**src/sv/cpt_pkg.sv**
```systemverilog
// ----------------------------------------------------------------------------
// cpt_pkg
// Shared widths, op codes, coefficients, sine table and round/saturate helpers
// for the Clarke/Park transform unit.
// ----------------------------------------------------------------------------
package cpt_pkg;

   localparam int SAMPLE_W   = 16;
   localparam int ANGLE_W    = 16;
   localparam int VEC_W      = SAMPLE_W + 2;
   localparam int PWR_W      = 2 * VEC_W;
   localparam int OPND_W     = VEC_W;
   localparam int PROD_W     = 2 * OPND_W;
   localparam int SUM_W      = PROD_W + 2;
   localparam int CF_SHIFT   = 15;
   localparam int ROUND_HALF = 1 << (CF_SHIFT - 1);
   localparam int SH_W       = SUM_W - CF_SHIFT;
   localparam int OP_W       = 2;

   localparam int ROM_DEPTH  = 256;
   localparam int ROM_IDX_W  = $clog2(ROM_DEPTH);
   localparam int ROM_ADDR_W = ROM_IDX_W + 1;
   localparam int POS_W      = ANGLE_W - 2;
   localparam int QUARTER    = 1 << POS_W;
   localparam int ROM_VAL_W  = CF_SHIFT + 2;
   localparam int TRIG_W     = ROM_VAL_W + 1;

   localparam int REQ_DATA_W = 136;
   localparam int RSP_DATA_W = 200;

   localparam logic [OP_W-1:0] OP_FWD = 2'd0;
   localparam logic [OP_W-1:0] OP_INV = 2'd1;
   localparam logic [OP_W-1:0] OP_PWR = 2'd2;

   // Q.15 coefficients: sqrt(2/3), half of it, sqrt(2/3)*sqrt(3)/2
   localparam logic signed [OPND_W-1:0] K_G = 18'sd26755;
   localparam logic signed [OPND_W-1:0] K_H = 18'sd13378;
   localparam logic signed [OPND_W-1:0] K_R = 18'sd23170;

   localparam logic [63:0] HALF_PI_Q30 = 64'd1686629713;
   localparam logic [63:0] ONE_Q30     = 64'd1 << 30;

   typedef logic signed [OPND_W-1:0] opnd_type;
   typedef logic signed [PROD_W-1:0] prod_type;
   typedef logic signed [SUM_W-1:0]  sum_type;
   typedef logic signed [VEC_W-1:0]  vec_type;
   typedef logic signed [PWR_W-1:0]  pwr_type;
   typedef logic signed [TRIG_W-1:0] trig_type;
   typedef logic [ROM_VAL_W-1:0]     sine_rom_type [0:ROM_DEPTH];

   // Quarter-wave sine, Q1.15, Horner series in Q30
   function automatic sine_rom_type build_sine_rom();
      sine_rom_type rom;
      logic [63:0]  x;
      logic [63:0]  x2;
      logic [63:0]  t;
      logic [63:0]  s;
      for (int k = 0; k <= ROM_DEPTH; k++) begin
         x  = (HALF_PI_Q30 * 64'(k) + 64'(ROM_DEPTH / 2)) / 64'(ROM_DEPTH);
         x2 = (x * x + (64'd1 << 29)) >> 30;
         t  = ONE_Q30;
         t  = ONE_Q30 - (((x2 * t) >> 30) / 64'd156);
         t  = ONE_Q30 - (((x2 * t) >> 30) / 64'd110);
         t  = ONE_Q30 - (((x2 * t) >> 30) / 64'd72);
         t  = ONE_Q30 - (((x2 * t) >> 30) / 64'd42);
         t  = ONE_Q30 - (((x2 * t) >> 30) / 64'd20);
         t  = ONE_Q30 - (((x2 * t) >> 30) / 64'd6);
         s  = (x * t) >> 30;
         s  = (s + 64'd16384) >> 15;
         if (s > 64'd32768) begin
            s = 64'd32768;
         end
         rom[k] = s[ROM_VAL_W-1:0];
      end
      return rom;
   endfunction

   localparam sine_rom_type SINE_ROM = build_sine_rom();

   // round half up by 2^-15, then saturate to the vector width
   function automatic vec_type round_sat(input sum_type x);
      sum_type                 t;
      logic signed [SH_W-1:0]  sh;
      logic [SH_W-VEC_W:0]     top;
      t   = x + sum_type'(ROUND_HALF);
      sh  = t[SUM_W-1:CF_SHIFT];
      top = sh[SH_W-1:VEC_W-1];
      if ((&top) || !(|top)) begin
         return sh[VEC_W-1:0];
      end else if (sh[SH_W-1]) begin
         return {1'b1, {(VEC_W-1){1'b0}}};
      end else begin
         return {1'b0, {(VEC_W-1){1'b1}}};
      end
   endfunction

   function automatic pwr_type sat_pwr(input sum_type x);
      logic [SUM_W-PWR_W:0] top;
      top = x[SUM_W-1:PWR_W-1];
      if ((&top) || !(|top)) begin
         return x[PWR_W-1:0];
      end else if (x[SUM_W-1]) begin
         return {1'b1, {(PWR_W-1){1'b0}}};
      end else begin
         return {1'b0, {(PWR_W-1){1'b1}}};
      end
   endfunction

endpackage

```
**src/sv/cpt_mul4.sv**
```systemverilog
// ----------------------------------------------------------------------------
// cpt_mul4
// Four signed 18x18 multipliers with registered products.
// ----------------------------------------------------------------------------
module cpt_mul4 (
   input  logic              clock,
   input  logic              en,
   input  cpt_pkg::opnd_type mul_a [4],
   input  cpt_pkg::opnd_type mul_b [4],
   output cpt_pkg::prod_type prod_ff [4]
);

   cpt_pkg::prod_type prod_in [4];

   for (genvar i = 0; i < 4; i++) begin : g_lane
      assign prod_in[i] = mul_a[i] * mul_b[i];

      always_ff @(posedge clock) begin
         if (en) begin
            prod_ff[i] <= prod_in[i];
         end
      end
   end

endmodule

```
**config.mk**
```make
export PLATFORM = sky130hd
export DESIGN_NAME = cpt_mul4
export DESIGN_NICKNAME = d
export VERILOG_FILES = /design/src/sv/cpt_pkg.sv /design/src/sv/cpt_mul4.sv
export SDC_FILE = /design/constraint.sdc
export NUM_CORES = 2
export LEC_CHECK = 0
export ABC_AREA = 0
export BUFFER_PORTS_ARGS = -buffer_cell sky130_fd_sc_hd__buf_2
export CAP_MARGIN = 30
export CELL_PAD_IN_SITES_DETAIL_PLACEMENT = 0
export CELL_PAD_IN_SITES_GLOBAL_PLACEMENT = 1
export CORE_MARGIN = 5
export CORE_UTILIZATION = 55
export CTS_BUF_LIST = sky130_fd_sc_hd__clkbuf_16
export CTS_CLUSTER_DIAMETER = 40
export DETAILED_ROUTE_END_ITERATION = 8
export PLACE_DENSITY = 0.92
export SLEW_MARGIN = 20
export SYNTH_ARGS = -nofsm -noshare
export SYNTH_HDL_FRONTEND = slang
export SYNTH_SLANG_ARGS = --single-unit
```
**constraint.sdc**
```tcl
create_clock -name clock -period 11.42 [get_ports clock]
set_clock_uncertainty 0.05 [all_clocks]
set_input_delay 1.713 -clock clock [delete_from_list [all_inputs] [get_ports clock]]
set_output_delay 1.713 -clock clock [all_outputs]
set_load 0.01 [all_outputs]
```
==> key figures <==
Status
  • Status: completed

Die
  • Die span in x: 318 µm
  • Die area: 0.101 mm²
  • FP Rows: 113
  • Initial core utilization: 55.2%
  • I/O pins: 290
  • Die Span Y: 318 µm
  • CORE AREA: 0.0947 mm²

Yosys
  • Synth Area per Inst: 9.61 µm²
  • Mapped cell area: 0.0523 mm²
  • EDFF count, synth: 144
  • Compound-Gate Fraction of Synth Area: 3.74%
  • Seq/Total Area, Yosys: 8.27%
  • Synth Register Bits: 144
  • Area share of the largest cell type after synthesis: 50.4%
  • Asr flop ratio synth: 0%
  • Area share of and/or/nand/nor cells after synthesis: 14.1%
  • Mapped Cells: 5440
  • Synth Area in Adders: 59.3%
  • Synth warn: 0
  • Largest family of logic cells by synthesized area: adder cells
  • Synth unique cells: 63
  • Syn nets: 7274
  • Leading area contributor after synthesis: fa_1
  • Post-Synth XOR/XNOR Area: 2.55%
  • Ranking of synthesized cells by area: fa_1 (50%), inv_1 (11%), ha_1 (8.9%)
  • Top FF cell, synth: edfxtp_1
  • Mux share of post-synthesis cell area: 0%

Detailed routing
  • DRC viols: 0
  • DR iter-0 viols: 1943
  • Drt pass-1 iters: 5
  • ANT nets after route: 0
  • DR WL/cell: 17.7 µm
  • Via Count: 35700
  • Via density: 5.21
  • Drt total wl: 121 mm

Clock network
  • TritonCTS clock tree: built
  • Hold-fix buffers, CTS: 0
  • Inserted Clock Buffers: 17
  • CTS max path bufs: 2
  • Clock net sink count: 144
  • Clk pin slew, worst setup/hold paths: 70 ps
  • CTS H-tree depth: 4
  • Post-CTS Repair Setup Buffers: 0
  • Post-CTS Resized: 0
  • CTS root buf: clkbuf_16

Placement
  • HPWL after DPL: 101 mm
  • PortBufs: 289
  • Final Wtd Congestion: 0.893
  • Dpl ws: 2820 ps

Min path
  • Worst hold path type: in2reg
  • WHS Endpoint: prod_ff[70]
  • Hold path depth: 1
  • Min-delay src: en

Global routing
  • Remaining global-route overflow: 0
  • GRT Util Overall: 25.4%
  • GRT met3 Usage: 3.98%
  • M2 GR Usage: 44.6%
  • First-pass GRT wire length: 208 mm
  • GR peak layer: met2
  • Largest net degree at the start of global routing: 51
  • Vias in the first global route: 40300
  • Initial antenna violation count: 2
  • Met1 Use GR: 32.5%

STA
  • Max transition margin: 40.8%
  • Max Slew Vio Count: 0
  • Max Clk Rate: 124 MHz
  • Setup slack after layout: 3370 ps
  • Minimum clock period: 8050 ps
  • Slew @ Worst Pin: 876 ps
  • Setup TNS: 0 ps
  • Final Cycle Share: 70.5%
  • RSZ-0062 raised after global routing: false
  • Final Hold Fails: 0
  • Final setup viols: 0

Setup path
  • CP arrival: 8220 ps
  • Worst Path Max Fanout: 18
  • WP data required: 11590 ps
  • Worst Setup Path Type: in2reg
  • Critical path startpoint category: input port
  • Worst Setup End Kind: flop

Layout
  • Most frequent cells in the layout: inv_1 (1504), fa_1 (1316), and2_1 (635)
  • Synth-to-Final Area Change: 5.74%
  • Biggest regs: prod_ff: 144 flops
  • Commonest non-fill, non-tap cell in the layout: inv_1
  • Core Util, Final: 58.4%
  • Nets: 7411
  • Largest register FFs: 144
  • Biggest register: prod_ff
  • Share of layout cells above drive strength 1: 5.99%

Flow run
  • MaxCap Viol Count: 0
==> synthesized netlist by cell type, types with 13 or more instances <==
| cell | number |
|---|---|
| o21bai_1 | 13 |
| edfxtp_1 | 144 |
| clkbuf_1 | 169 |
| xor2_1 | 27 |
| nor2b_1 | 14 |
| nand3_1 | 14 |
| and2_1 | 635 |
| nand2b_1 | 32 |
| ha_1 | 372 |
| xnor2_1 | 125 |
| fa_1 | 1316 |
| o21a_1 | 14 |
| nand2_1 | 633 |
| inv_1 | 1504 |
| o21ai_0 | 22 |
| a21oi_1 | 96 |
| o21ai_1 | 35 |
| nor2_1 | 112 |
| a21o_1 | 46 |
==> area by class of cell <==
cell class              instances  area (µm²)
multi-input cells            3619       41700
fillers                      8249       39400
inverters                    1504        5650
flip-flops and latches        144        4320
well taps                    1265        1580
repair buffers                291        1470
clock buffers                  17         425
clock inverters                15         174
diodes                          1        2.50
==> logic make-up after synthesis <==
logic type / count (synthesis)
adders and majority gates: 1688
xor gates and xnor gates: 152
AOI/OAI and AO/OA: 300
and+or+nand+nor: 1479
buffers and inverters: 1677
DFF: 144
==> metrics by stage <==
stage / instance area (µm²) / std cells / hold slack, ps
final: 55300 / 6856 / 1640
after global placement: 54700 / 6823 / 2070
after global routing: 55300 / 6856 / 1630
after CTS: 55300 / 6855 / 1620
after detailed placement: 54700 / 6823 / 2070
after floorplan: 52300 / 5440 / 1780
==> worst max-delay path by stage <==
stage | startpoint | depth (start not counted) | to | slack, ps
final | mul_b[21] | 19 | prod_ff[71] | 3370
after global routing | mul_b[3] | 24 | prod_ff[35] | 3050
after CTS | mul_b[27] | 22 | prod_ff[71] | 3370
after detailed placement | mul_b[27] | 22 | prod_ff[71] | 2820
after global placement | mul_b[39] | 24 | prod_ff[107] | 2890
after floorplan | mul_b[27] | 23 | prod_ff[70] | 3300
==> worst max-delay path, stage by stage <==
cell     delay, ps
buf_2          300
nand2_1        130
fa_1           530
fa_1           570
fa_1           460
fa_1           550
inv_1           50
fa_1           490
fa_1           410
ha_1           350
and3_1         190
a22o_1         280
a211o_1        320
o31ai_1        710
o22ai_1        250
o221a_2        360
a211o_1        270
a21oi_1        180
xnor2_1         80
==> routing by layer <==
metal	routed length, µm	part of all wire [%]
met2	61600	51
met4	4170	3.4
met3	6720	5.5
met1	48600	40
met5	11	0.0091
Power is not shown: default switching activity piles up to over one toggle a cycle in this logic, so the estimate is an artifact.
